$ cat src/hdl/population_fitness_statistics_core_assert.svh
// Assertion macros used by the statistics core controller.
`ifndef POPULATION_FITNESS_STATISTICS_CORE_ASSERT_SVH
`define POPULATION_FITNESS_STATISTICS_CORE_ASSERT_SVH

// A condition that implies a consequence on the same edge.
`define PFS_ASSERT_IMPL(lbl, clk, rstn, cond, cons) \
  lbl: assert property (@(posedge clk) disable iff (!rstn) (cond) |-> (cons)) \
    else $error("assertion failed");

// A condition that implies a consequence on the next edge.
`define PFS_ASSERT_NEXT(lbl, clk, rstn, cond, cons) \
  lbl: assert property (@(posedge clk) disable iff (!rstn) (cond) |=> (cons)) \
    else $error("assertion failed");

`endif

$ cat src/hdl/pfs_pkg.sv
`timescale 1ns / 1ps
package pfs_pkg;

  // Controller states.
  typedef enum logic [2:0] {
    ST_ACCUM,
    ST_LOAD,
    ST_DIV,
    ST_MSQ,
    ST_SQRT,
    ST_EMIT
  } pfs_state_e;

  // Commands from the controller to the datapath.
  typedef struct packed {
    logic accum;
    logic div_start;
    logic div_step;
    logic msq_load;
    logic sqrt_start;
    logic sqrt_step;
    logic emit;
  } pfs_cmd_t;

  // Status from the datapath to the controller.
  typedef struct packed {
    logic last_member;
    logic div_done;
    logic sqrt_done;
  } pfs_sts_t;

  localparam int unsigned CfgWidth = 11;
  localparam int unsigned GenWidth = 16;

endpackage

$ cat src/hdl/population_fitness_statistics_core.sv
`timescale 1ns / 1ps
// Per-generation fitness statistics. Each accepted value (start high, busy low)
// is added to the accumulators. After a generation's last member, busy is
// high through a load, two restoring dividers sharing a step counter that form
// 2*FITNESS_WIDTH+log2(MAX_POP)+1 quotient bits, a squared mean, a square root
// of (that+1)/2 bits rounded up, and a hand-off. The result appears once busy
// is low again, as result_valid_o pulses for exactly one cycle. The receiver
// cannot stall: the result must be taken in that cycle.
module population_fitness_statistics_core #(
  parameter int unsigned MAX_POP       = 1024,
  parameter int unsigned FITNESS_WIDTH = 24
) (
  input  logic                               clk_i,
  input  logic                               rst_ni,
  input  logic                               start,
  output logic                               busy,
  input  logic                               cfg_valid_i,
  output logic                               cfg_ready_o,
  input  logic [pfs_pkg::CfgWidth-1:0]       cfg_data_i,
  input  logic signed [FITNESS_WIDTH-1:0]    fitness_i,
  input  logic [pfs_pkg::GenWidth-1:0]       generation_i,
  output logic                               result_valid_o,
  output logic signed [FITNESS_WIDTH-1:0]    min_fitness_o,
  output logic signed [FITNESS_WIDTH-1:0]    max_fitness_o,
  output logic signed [FITNESS_WIDTH-1:0]    mean_fitness_o,
  output logic [FITNESS_WIDTH-2:0]           std_dev_o,
  output logic                               best_improved_o,
  output logic [$clog2(MAX_POP)-1:0]         best_index_o,
  output logic signed [FITNESS_WIDTH-1:0]    best_fitness_o,
  output logic [pfs_pkg::GenWidth-1:0]       best_generation_o
);
  import pfs_pkg::*;

  localparam logic [CfgWidth-1:0] PopReset = CfgWidth'(1024);

  pfs_cmd_t cmd;
  pfs_sts_t sts;
  logic [CfgWidth-1:0] pop_q;

  // Population size register; every transfer is taken.
  assign cfg_ready_o = 1'b1;
  always_ff @(posedge clk_i or negedge rst_ni) begin
    if (!rst_ni) begin
      pop_q <= PopReset;
    end else if (cfg_valid_i) begin
      pop_q <= cfg_data_i;
    end
  end

  pfs_controller u_ctrl (
    .clk_i  (clk_i),
    .rst_ni (rst_ni),
    .start  (start),
    .busy   (busy),
    .sts_i  (sts),
    .cmd_o  (cmd)
  );

  pfs_datapath #(
    .MaxPop   (MAX_POP),
    .FitWidth (FITNESS_WIDTH)
  ) u_dp (
    .clk_i             (clk_i),
    .rst_ni            (rst_ni),
    .cmd_i             (cmd),
    .sts_o             (sts),
    .pop_size_i        (pop_q),
    .fitness_i         (fitness_i),
    .generation_i      (generation_i),
    .strobe_o          (result_valid_o),
    .min_fitness_o     (min_fitness_o),
    .max_fitness_o     (max_fitness_o),
    .mean_fitness_o    (mean_fitness_o),
    .std_dev_o         (std_dev_o),
    .best_improved_o   (best_improved_o),
    .best_index_o      (best_index_o),
    .best_fitness_o    (best_fitness_o),
    .best_generation_o (best_generation_o)
  );

endmodule

$ cat src/hdl/pfs_datapath.sv
`timescale 1ns / 1ps
module pfs_datapath #(
  parameter int unsigned MaxPop   = 1024,
  parameter int unsigned FitWidth = 24
) (
  input  logic                            clk_i,
  input  logic                            rst_ni,
  input  pfs_pkg::pfs_cmd_t               cmd_i,
  output pfs_pkg::pfs_sts_t               sts_o,
  input  logic [pfs_pkg::CfgWidth-1:0]    pop_size_i,
  input  logic signed [FitWidth-1:0]      fitness_i,
  input  logic [pfs_pkg::GenWidth-1:0]    generation_i,
  output logic                            strobe_o,
  output logic signed [FitWidth-1:0]      min_fitness_o,
  output logic signed [FitWidth-1:0]      max_fitness_o,
  output logic signed [FitWidth-1:0]      mean_fitness_o,
  output logic [FitWidth-2:0]             std_dev_o,
  output logic                            best_improved_o,
  output logic [$clog2(MaxPop)-1:0]       best_index_o,
  output logic signed [FitWidth-1:0]      best_fitness_o,
  output logic [pfs_pkg::GenWidth-1:0]    best_generation_o
);
  import pfs_pkg::*;

  localparam int unsigned CntW  = $clog2(MaxPop) + 1;
  localparam int unsigned IdxW  = $clog2(MaxPop);
  localparam int unsigned SumW  = FitWidth + CntW;
  localparam int unsigned SqW   = 2 * FitWidth + CntW;
  localparam int unsigned MagW  = SumW;
  localparam int unsigned DivW  = SqW;
  localparam int unsigned DivCW = $clog2(DivW + 1);
  localparam int unsigned SqrtW = SqW + 1;
  localparam int unsigned RootW = (SqrtW + 1) / 2;
  localparam int unsigned SqrtCW = $clog2(RootW + 1);
  localparam int unsigned FitMax = (1 << (FitWidth - 1)) - 1;

  logic signed [FitWidth-1:0] min_q, max_q, best_q;
  logic signed [SumW-1:0]     sum_q;
  logic [SqW-1:0]             sq_q;
  logic [CntW-1:0]            cnt_q, cnt_d, eff_n;
  logic [IdxW-1:0]            bidx_q;
  logic [GenWidth-1:0]        bgen_q;
  logic                       impr_q;
  logic [FitWidth-1:0]        mag_f;
  logic [2*FitWidth-1:0]      sq_f;

  // Effective population size: zero counts as one, saturate at the maximum.
  always_comb begin
    if (pop_size_i == '0) begin
      eff_n = CntW'(1);
    end else if (CntW'(pop_size_i) > CntW'(MaxPop) || (CntW < CfgWidth &&
                 (pop_size_i >> CntW) != '0)) begin
      eff_n = CntW'(MaxPop);
    end else begin
      eff_n = CntW'(pop_size_i);
    end
  end

  assign mag_f = fitness_i[FitWidth-1] ? FitWidth'(-fitness_i) : fitness_i;
  assign sq_f  = mag_f * mag_f;
  assign cnt_d = cnt_q + CntW'(1);
  assign sts_o.last_member = cmd_i.accum && (cnt_d >= eff_n);

  // Running accumulators and global best.
  always_ff @(posedge clk_i or negedge rst_ni) begin
    if (!rst_ni) begin
      min_q  <= '0;
      max_q  <= '0;
      sum_q  <= '0;
      sq_q   <= '0;
      cnt_q  <= '0;
      impr_q <= 1'b0;
      best_q <= FitWidth'(FitMax);
      bidx_q <= '0;
      bgen_q <= '0;
    end else if (cmd_i.accum) begin
      if (cnt_q == '0 || fitness_i < min_q) min_q <= fitness_i;
      if (cnt_q == '0 || fitness_i > max_q) max_q <= fitness_i;
      sum_q <= sum_q + SumW'(fitness_i);
      sq_q  <= sq_q + SqW'(sq_f);
      cnt_q <= cnt_d;
      if (fitness_i < best_q) begin
        best_q <= fitness_i;
        bidx_q <= IdxW'(cnt_q);
        bgen_q <= generation_i;
        impr_q <= 1'b1;
      end
    end else if (cmd_i.emit) begin
      sum_q  <= '0;
      sq_q   <= '0;
      cnt_q  <= '0;
      impr_q <= 1'b0;
    end
  end

  // Two restoring dividers share one step counter: |sum|/n and sumsq/n.
  logic [DivW-1:0]   qs_q, qq_q;
  logic [CntW:0]     rs_q, rq_q;
  logic [DivCW-1:0]  dcnt_q;
  logic              sneg_q;
  logic [CntW:0]     rs_t, rq_t;
  logic [MagW-1:0]   sabs;
  assign sabs = sum_q[SumW-1] ? MagW'(-sum_q) : MagW'(sum_q);
  assign rs_t = {rs_q[CntW-1:0], qs_q[DivW-1]};
  assign rq_t = {rq_q[CntW-1:0], qq_q[DivW-1]};
  assign sts_o.div_done = (dcnt_q == '0);

  always_ff @(posedge clk_i or negedge rst_ni) begin
    if (!rst_ni) begin
      dcnt_q <= '0;
    end else if (cmd_i.div_start) begin
      dcnt_q <= DivCW'(DivW);
    end else if (cmd_i.div_step && dcnt_q != '0) begin
      dcnt_q <= dcnt_q - DivCW'(1);
    end
  end

  always_ff @(posedge clk_i) begin
    if (cmd_i.div_start) begin
      qs_q   <= DivW'(sabs);
      qq_q   <= sq_q;
      rs_q   <= '0;
      rq_q   <= '0;
      sneg_q <= sum_q[SumW-1];
    end else if (cmd_i.div_step && dcnt_q != '0) begin
      if (rs_t >= {1'b0, cnt_q}) begin
        rs_q <= rs_t - {1'b0, cnt_q};
        qs_q <= {qs_q[DivW-2:0], 1'b1};
      end else begin
        rs_q <= rs_t;
        qs_q <= {qs_q[DivW-2:0], 1'b0};
      end
      if (rq_t >= {1'b0, cnt_q}) begin
        rq_q <= rq_t - {1'b0, cnt_q};
        qq_q <= {qq_q[DivW-2:0], 1'b1};
      end else begin
        rq_q <= rq_t;
        qq_q <= {qq_q[DivW-2:0], 1'b0};
      end
    end
  end

  // Mean magnitude squared, and the absolute difference to sumsq/n.
  logic [FitWidth-1:0] mean_mag;
  logic [SqrtW-1:0]    msq_q, diff_abs;
  assign mean_mag = FitWidth'(qs_q);
  always_ff @(posedge clk_i) begin
    if (cmd_i.msq_load) begin
      msq_q <= SqrtW'(mean_mag * mean_mag);
    end
  end
  always_comb begin
    if (SqrtW'(qq_q) >= msq_q) diff_abs = SqrtW'(qq_q) - msq_q;
    else diff_abs = msq_q - SqrtW'(qq_q);
  end

  // Digit-by-digit square root, one result bit per step.
  logic [SqrtW-1:0]  x_q;
  logic [RootW+1:0]  rem_q;
  logic [RootW-1:0]  root_q;
  logic [SqrtCW-1:0] scnt_q;
  logic [RootW+1:0]  rem_t, trial;
  assign rem_t = {rem_q[RootW-1:0], x_q[SqrtW-1:SqrtW-2]};
  assign trial = {root_q, 2'b01};
  assign sts_o.sqrt_done = (scnt_q == '0);

  always_ff @(posedge clk_i or negedge rst_ni) begin
    if (!rst_ni) begin
      scnt_q <= '0;
    end else if (cmd_i.sqrt_start) begin
      scnt_q <= SqrtCW'(RootW);
    end else if (cmd_i.sqrt_step && scnt_q != '0) begin
      scnt_q <= scnt_q - SqrtCW'(1);
    end
  end

  always_ff @(posedge clk_i) begin
    if (cmd_i.sqrt_start) begin
      x_q    <= (SqrtW % 2 == 1) ? (diff_abs << 1) : diff_abs;
      rem_q  <= '0;
      root_q <= '0;
    end else if (cmd_i.sqrt_step && scnt_q != '0) begin
      x_q <= x_q << 2;
      if (rem_t >= trial) begin
        rem_q  <= rem_t - trial;
        root_q <= {root_q[RootW-2:0], 1'b1};
      end else begin
        rem_q  <= rem_t;
        root_q <= {root_q[RootW-2:0], 1'b0};
      end
    end
  end

  // Result registers, flagged by a strobe that is high for one cycle.
  logic [FitWidth-1:0] mean_s;
  logic [FitWidth-2:0] sd_s;
  assign mean_s = sneg_q ? FitWidth'(-mean_mag) : mean_mag;
  assign sd_s = (RootW > FitWidth - 1 &&
                 (root_q >> (FitWidth - 1)) != '0) ? '1 : (FitWidth-1)'(root_q);

  always_ff @(posedge clk_i or negedge rst_ni) begin
    if (!rst_ni) begin
      strobe_o <= 1'b0;
    end else begin
      strobe_o <= cmd_i.emit;
    end
  end

  always_ff @(posedge clk_i) begin
    if (cmd_i.emit) begin
      min_fitness_o     <= min_q;
      max_fitness_o     <= max_q;
      mean_fitness_o    <= mean_s;
      std_dev_o         <= sd_s;
      best_improved_o   <= impr_q;
      best_index_o      <= bidx_q;
      best_fitness_o    <= best_q;
      best_generation_o <= bgen_q;
    end
  end

endmodule

$ cat src/hdl/pfs_controller.sv
`timescale 1ns / 1ps
module pfs_controller (
  input  logic              clk_i,
  input  logic              rst_ni,
  input  logic              start,
  output logic              busy,
  input  pfs_pkg::pfs_sts_t sts_i,
  output pfs_pkg::pfs_cmd_t cmd_o
);
  import pfs_pkg::*;

  `include "population_fitness_statistics_core_assert.svh"

  pfs_state_e state_q, state_d;

  // State register.
  always_ff @(posedge clk_i or negedge rst_ni) begin
    if (!rst_ni) begin
      state_q <= ST_ACCUM;
    end else begin
      state_q <= state_d;
    end
  end

  // Next state and commands.
  always_comb begin
    state_d = state_q;
    cmd_o   = '0;
    busy    = 1'b1;
    case (state_q)
      ST_ACCUM: begin
        busy = 1'b0;
        cmd_o.accum = start;
        if (start && sts_i.last_member) state_d = ST_LOAD;
      end
      // The last member is now in the accumulators, so the dividers can load.
      ST_LOAD: begin
        cmd_o.div_start = 1'b1;
        state_d = ST_DIV;
      end
      // Step the dividers; once done, square the mean.
      ST_DIV: begin
        cmd_o.div_step = 1'b1;
        if (sts_i.div_done) begin
          cmd_o.msq_load = 1'b1;
          state_d = ST_MSQ;
        end
      end
      // The squared mean is registered, so the root can take the difference.
      ST_MSQ: begin
        cmd_o.sqrt_start = 1'b1;
        state_d = ST_SQRT;
      end
      ST_SQRT: begin
        cmd_o.sqrt_step = 1'b1;
        if (sts_i.sqrt_done) state_d = ST_EMIT;
      end
      ST_EMIT: begin
        cmd_o.emit = 1'b1;
        state_d = ST_ACCUM;
      end
      default: state_d = ST_ACCUM;
    endcase
  end

  `PFS_ASSERT_IMPL(a_no_accum_busy, clk_i, rst_ni, busy, !cmd_o.accum)
  `PFS_ASSERT_NEXT(a_emit_to_idle, clk_i, rst_ni, cmd_o.emit, !busy)
  `PFS_ASSERT_NEXT(a_div_kick, clk_i, rst_ni, cmd_o.div_start, state_q == ST_DIV)

endmodule

$ cat config.mk
export PLATFORM = sky130hd
export DESIGN_NAME = population_fitness_statistics_core
export DESIGN_NICKNAME = d
export VERILOG_FILES = /design/src/hdl/pfs_pkg.sv /design/src/hdl/population_fitness_statistics_core.sv /design/src/hdl/pfs_datapath.sv /design/src/hdl/pfs_controller.sv
export VERILOG_INCLUDE_DIRS = /design/src /design/src/hdl
export SDC_FILE = /design/constraint.sdc
export NUM_CORES = 2
export LEC_CHECK = 0
export BUFFER_PORTS_ARGS = -buffer_cell sky130_fd_sc_hd__buf_4
export CAP_MARGIN = 0
export CORE_UTILIZATION = 65
export DETAILED_ROUTE_END_ITERATION = 7
export GPL_TIMING_DRIVEN = 1
export PLACE_DENSITY = 0.92
export SLEW_MARGIN = 0
export SYNTH_ARGS = -nofsm -noshare
export SYNTH_HDL_FRONTEND = slang
export SYNTH_SLANG_ARGS = --single-unit
export TNS_END_PERCENT = 50
$ cat constraint.sdc
create_clock -name clk_i -period 9.6 [get_ports clk_i]
set_input_delay 0.96 -clock clk_i [delete_from_list [all_inputs] [get_ports clk_i]]
set_output_delay 0.96 -clock clk_i [all_outputs]
set_load 0.05 [all_outputs]
=== Word level (Yosys, flattened, before mapping) ===
Cells that the tools add are included.

* Register bits: 685
* Input bits: 55
* Logic and storage cells: 130

* Add/subtract/negate cells: 13
* Multiply operators: 2
* Magnitude comparators: 9
* Equality and inequality tests: 9
* Muxes and demuxes: 43
* Reduce and logical (&&, ||, !) cells: 22

{| class="wikitable"
|+ Operator list
! kind !! number
|-
| 59-bit two-way mux || 4
|-
| 60-bit two-way mux || 3
|-
| 35-bit two-way mux || 5
|-
| 24-bit by 24-bit multiplier with 48-bit output || 2
|-
| 11-bit two-way mux || 6
|-
| 48-bit by 59-bit subtractor with 60-bit output || 1
|-
| 59-bit by 48-bit subtractor with 60-bit output || 1
|-
| 59-bit by 48-bit adder with 59-bit output || 1
|-
| 59-bit by 48-bit >= comparator with 1-bit output || 1
|-
| 24-bit < comparator || 2
|-
| 24-bit two-way mux || 2
|-
| 24-bit negation || 2
|-
| 35-bit by 24-bit adder with 35-bit output || 1
|-
| 35-bit negation || 1
|-
| 32-bit >= comparator || 1
|-
| 30-bit two-way mux || 1
|-
| 30-bit nonzero test || 1
|-
| 30-bit subtractor || 1
|-
| 12-bit by 11-bit >= comparator with 1-bit output || 2
|-
| 24-bit greater-than comparator || 1
|-
| 11-bit zero test || 2
|-
| 11-bit subtractor || 2
|-
| 3-bit case mux with 5 select lines || 1
|-
| 1-bit two-way mux || 13
|-
| other kinds (24) || 41
|}

=== Logic depth before layout (Yosys ltp) ===
* Depth after elaboration: 8
* Mapped depth: 38

=== Cells and area by module ===
From an unflattened synthesis, not the netlist that was laid out.

* Cell total of the unflattened synthesis: 7684
* Area total of the unflattened synthesis: 72689.7 sq um

{| class="wikitable"
|+ By module, submodules not included
! module !! instances !! cells an instance !! area each (sq um) !! sequential area each (sq um)
|-
| pfs_datapath || 1 || 7640 || 71985.3 || 18006.0
|-
| population_fitness_statistics_core || 1 || 25 || 460.4 || 276.5
|-
| pfs_controller || 1 || 19 || 244.0 || 75.1
|}

=== Worst setup path before layout ===
OpenSTA, ideal clock, no wires.

* Kind: input-to-reg
* Start point: in fitness_i[0]
* End point: reg u_dp.sq_q[47]
* Setup time: 71 ps
* Data arrival time: 9737 ps
* Required time: 9529 ps
* Path slack: -208 ps
* Stages on the path: 34
* Buffers on the path: 3
* Cells stage by stage: clkbuf_1 -> inv_1 -> clkbuf_1 -> ha_1 -> nand3b_1 -> or4_1 -> or4_1 -> nand2_1 -> xor2_2 -> inv_1 -> clkbuf_1 -> nand2_1 -> fa_1 -> inv_1 -> fa_1 -> inv_1 -> fa_1 -> fa_1 -> inv_1 -> fa_1 -> fa_1 -> inv_1 -> fa_1 -> inv_1 -> ha_1 -> and3_1 -> nand4_1 -> nor4_1 -> nor4_2 -> o21a_1 -> o21ai_1 -> o21ai_0 -> or4b_2 -> nand4_1

* Cells in the longest elaborated chain, start to end: 5

{| class="wikitable"
|+ Ends and longest elaborated chain
! element !! RTL line !! RTL
|-
| from (decl) || population_fitness_statistics_core.sv:20 || <nowiki>input logic signed [FITNESS_WIDTH-1:0] fitness_i,</nowiki>
|-
| 24-bit negation || pfs_datapath.sv:59 || <nowiki>assign mag_f = fitness_i[FitWidth-1] ? FitWidth'(-fitness_i) : fitness_i;</nowiki>
|-
| 24-bit two-way mux * || pfs_datapath.sv:59 ||
|-
| 24-bit by 24-bit multiplier with 48-bit output * || pfs_datapath.sv:60 || <nowiki>assign sq_f = mag_f * mag_f;</nowiki>
|-
| 59-bit by 48-bit adder with 59-bit output * || pfs_datapath.sv:80 || <nowiki>sq_q <= sq_q + SqW'(sq_f);</nowiki>
|-
| 59-bit two-way mux * || pfs_datapath.sv:76 || <nowiki>end else if (cmd_i.accum) begin</nowiki>
|-
| to (signal assigned) || pfs_datapath.sv:80 ||
|-
| to (decl) || pfs_datapath.sv:39 || <nowiki>logic [SqW-1:0] sq_q;</nowiki>
|}

Every way passes the cells marked *; elsewhere a longest branch is shown, timed or not.
A chain may end at the register's enable or synchronous reset.

=== Worst setup path in the final report ===
* Start point: in fitness_i[0]
* End point: reg u_dp.sq_q[57]

The elaborated chain is that of the path after synthesis.

==> reports/results.tsv <==
metric	value	unit
synthFlopType	edfxtp_1	
slowest_stage	fa_1	
start_kind	input port	
core_area	110800	sq um
cp_top_family	adder cells	
ant_nets	0	
multi_input_area	47730	sq um
gp_congestion	1.005	
worst-r2r-setup-slack	0.44	ns
gr-total-overflow	0	
clock_path_buffers	3	
critPathMaxStageDelay	0.56	ns
ys_async_sr_fraction	33.63	%
whs	0.2934	ns
yosysSeqAreaShare	25.26	%
postSynthCellCount	7725	
port_buffers	202	
via_per_inst	6.139	
yosys.area.top_type	fa_1	
path_clk_slew	0.06	ns
fp-row-count	122	
die_h	336.4	um
numClockSinks	684	
max_freq	107.4	MHz
synth_edf_count	348	
synth_area	72670	sq um
path_max_fanout	12	
grt_pass1_wl	328700	um
synth-seq-cells	684	
holdCritPathClass	input port to async pin	
ys_top_cells_by_area	fa_1 25%, edfxtp_1 14%, ha_1 11%, inv_1 7.7%, dfrtp_1 7.1%	
final-setup-viol-count	0	
die_x	336.4	um
drv_cap	0	
ff_latch_area	18360	sq um
initial_core_util	65.58	%
crit_buf_inv	11	
drt_wl_total	209700	um
remaining_drc_errors	0	
grt_start_max_net_pins	109	
nets	9588	
critPathArrivalTime	9.89	ns
dpl.hpwl	159400	um
instances_no_fill	9558	
slew_violations	0	
die_area	113100	sq um
drive_above_1_share	10.28	%
crit_top_cell	fa_1	
tightest_slew	1.327	ns
hold_violations	0	
synth_top_area_share	24.79	%
numCtsBuffers	77	
grt_pass1_vias	62058	
syn_to_final_growth	10.11	%
end_kind	flip-flop	
track_usage	37.49	%
synth_cell_types	100	
dr.pass1.iters	8	
drt_iter0_markers	5773	
clk_latency	0.69	ns
clockRootBuffer	clkbuf_16	
fin_skew	0.04777	ns
dp.cells	9410	
vias	58672	
fillers	7469	
io_pins	204	
path_class	input port to flip-flop	
htree_levels	3	
post-route-period-util	97.00	%
yosys_warnings	0	
finalCriticalPeriod	9.312	ns
relSlewSlack	11.53	%
cp_data_required_time	10.18	ns
setup_slack	0.2877	ns
dp_slack	-0.5040	ns
antenna_found_initial	4	
status	finished, final reports clean	
syn_area_per_cell	9.407	sq um
cts_tree	built	
wl_per_cell	21.94	um
[layer usage]
metal / vias up / track usage [%] / share of wire, %
met1: 28771 / 43.87 / 35
met3: 981 / 7.889 / 9.2
met4: 6 / 24.95 / 7.5
li1: 25687 / - / -
met5: - / 0 / 0.028
met2: 3227 / 62.37 / 48
[cell usage in the layout, fill, tap and decap left out, types with 24 or more instances in the layout]
| cell type | n |
|---|---|
| inv_1 | 1480 |
| fa_1 | 900 |
| nand2_1 | 769 |
| ha_1 | 629 |
| buf_4 | 485 |
| o21ai_0 | 451 |
| edfxtp_1 | 348 |
| a21oi_1 | 345 |
| nor2_1 | 333 |
| nand3_1 | 226 |
| dfrtp_1 | 206 |
| xnor2_1 | 179 |
| a21o_1 | 176 |
| and2_1 | 139 |
| xor2_1 | 112 |
| mux2_2 | 109 |
| dfxtp_1 | 106 |
| clkbuf_16 | 80 |
| nor3_1 | 77 |
| nand4_1 | 65 |
| mux2i_1 | 57 |
| o31ai_1 | 45 |
| o21bai_1 | 44 |
| nand2b_1 | 41 |
| nor2b_1 | 40 |
| and3_1 | 38 |
| o21a_1 | 33 |
| a211oi_1 | 31 |
| a31oi_1 | 28 |
| or3_1 | 26 |
| o211ai_1 | 25 |
| nor4_1 | 24 |
| dfstp_2 | 24 |
[cells in the mapped netlist (all sizes together), types with 13 or more instances]
library cell     n
buf             43
a21boi          18
edfxtp         348
o41ai           13
or4             19
nor2b           40
or2             13
a21oi          346
nor2           336
a221oi          22
clkbuf         267
mux2i           57
dfxtp          106
o21a            33
a31oi           28
xor2           115
a211oi          33
a211o           13
o21bai          44
nand3          227
or3             28
and2           140
o21ai          470
xnor2          184
nor3            80
nand2b          43
o211ai          25
o31ai           47
nor4            28
a21o           176
ha             630
mux2           109
dfrtp          206
dfstp           24
nand4           65
and3            39
nand2          772
inv           1487
fa             900
[worst paths after layout]
kind | end | from | cells past startpoint
setup / recovery | u_dp.sq_q[57] | fitness_i[0] | 36
hold / removal | u_dp.bgen_q[13] | rst_ni | 1
setup reg to reg | u_dp.msq_q[46] | u_dp.qs_q[1] | 24
hold reg to reg | u_dp.best_generation_o[6] | u_dp.bgen_q[6] | 0
max in group asynchronous | u_dp.sq_q[21] | rst_ni | 2
min in group clk_i | u_dp.best_generation_o[6] | u_dp.bgen_q[6] | 0
[cell type report]
type	count	area share, %
flip-flops and latches	684	22.94
diodes	2	0.006254
well taps	1488	2.327
multi-input cells	5251	59.65
repair buffers	490	4.658
inverters	1499	7.044
clock buffers	104	2.739
clock inverters	40	0.6395
[what timing repair did]
| action | 4_1_cts | 5_1_grt |
|---|---|---|
| gates resized for setup | 0 | 18 |
| endpoints found under the setup margin | 0 | 16 |
| hold buffers | 0 | 0 |
| buffers inserted | 0 | 2 |
[cell families (layout without fill, tap and decap cells)]
family | after synthesis | count (layout) | share of synthesized area [%]
adder cells (fa/ha/maj) | 1530 | 1530 | 35.64
flip-flops | 684 | 684 | 25.26
AO/OA/AOI/OAI | 1366 | 1366 | 11.59
XOR/XNOR | 299 | 299 | 3.655
buffers and inverters | 1809 | 2133 | 9.419
AND/OR/NAND/NOR | 1869 | 1869 | 11.95
multiplexers | 166 | 166 | 2.474
other | 2 | 23 | 0.01033
[sequential cells by signal (all words and copies together), names as in the netlist, 11 cells and up]
register,count
u_dp.x_q,60
u_dp.qq_q,59
u_dp.qs_q,59
u_dp.sq_q,59
u_dp.msq_q,47
u_dp.sum_q,35
u_dp.rem_q,30
u_dp.root_q,30
u_dp.best_fitness_o,24
u_dp.best_q,24
u_dp.max_fitness_o,24
u_dp.max_q,24
u_dp.mean_fitness_o,24
u_dp.min_fitness_o,24
u_dp.min_q,24
u_dp.std_dev_o,23
u_dp.best_generation_o,16
u_dp.bgen_q,16
pop_q,11
u_dp.cnt_q,11
u_dp.rq_q,11
u_dp.rs_q,11
[metrics by stage]
step	area [sq um]	TNS, ns	utilization [%]
after floorplan	72770	0	-
after global placement	77210	-2.294	69.67
after detailed placement	77210	-7.516	69.67
after CTS	79910	0	72.11
after global routing	80020	-0.05789	72.20
final	80020	0	72.21
Power is left out: the tool's default activity adds up to more than one toggle a clock period on the data nets, which glitch-free logic cannot reach.
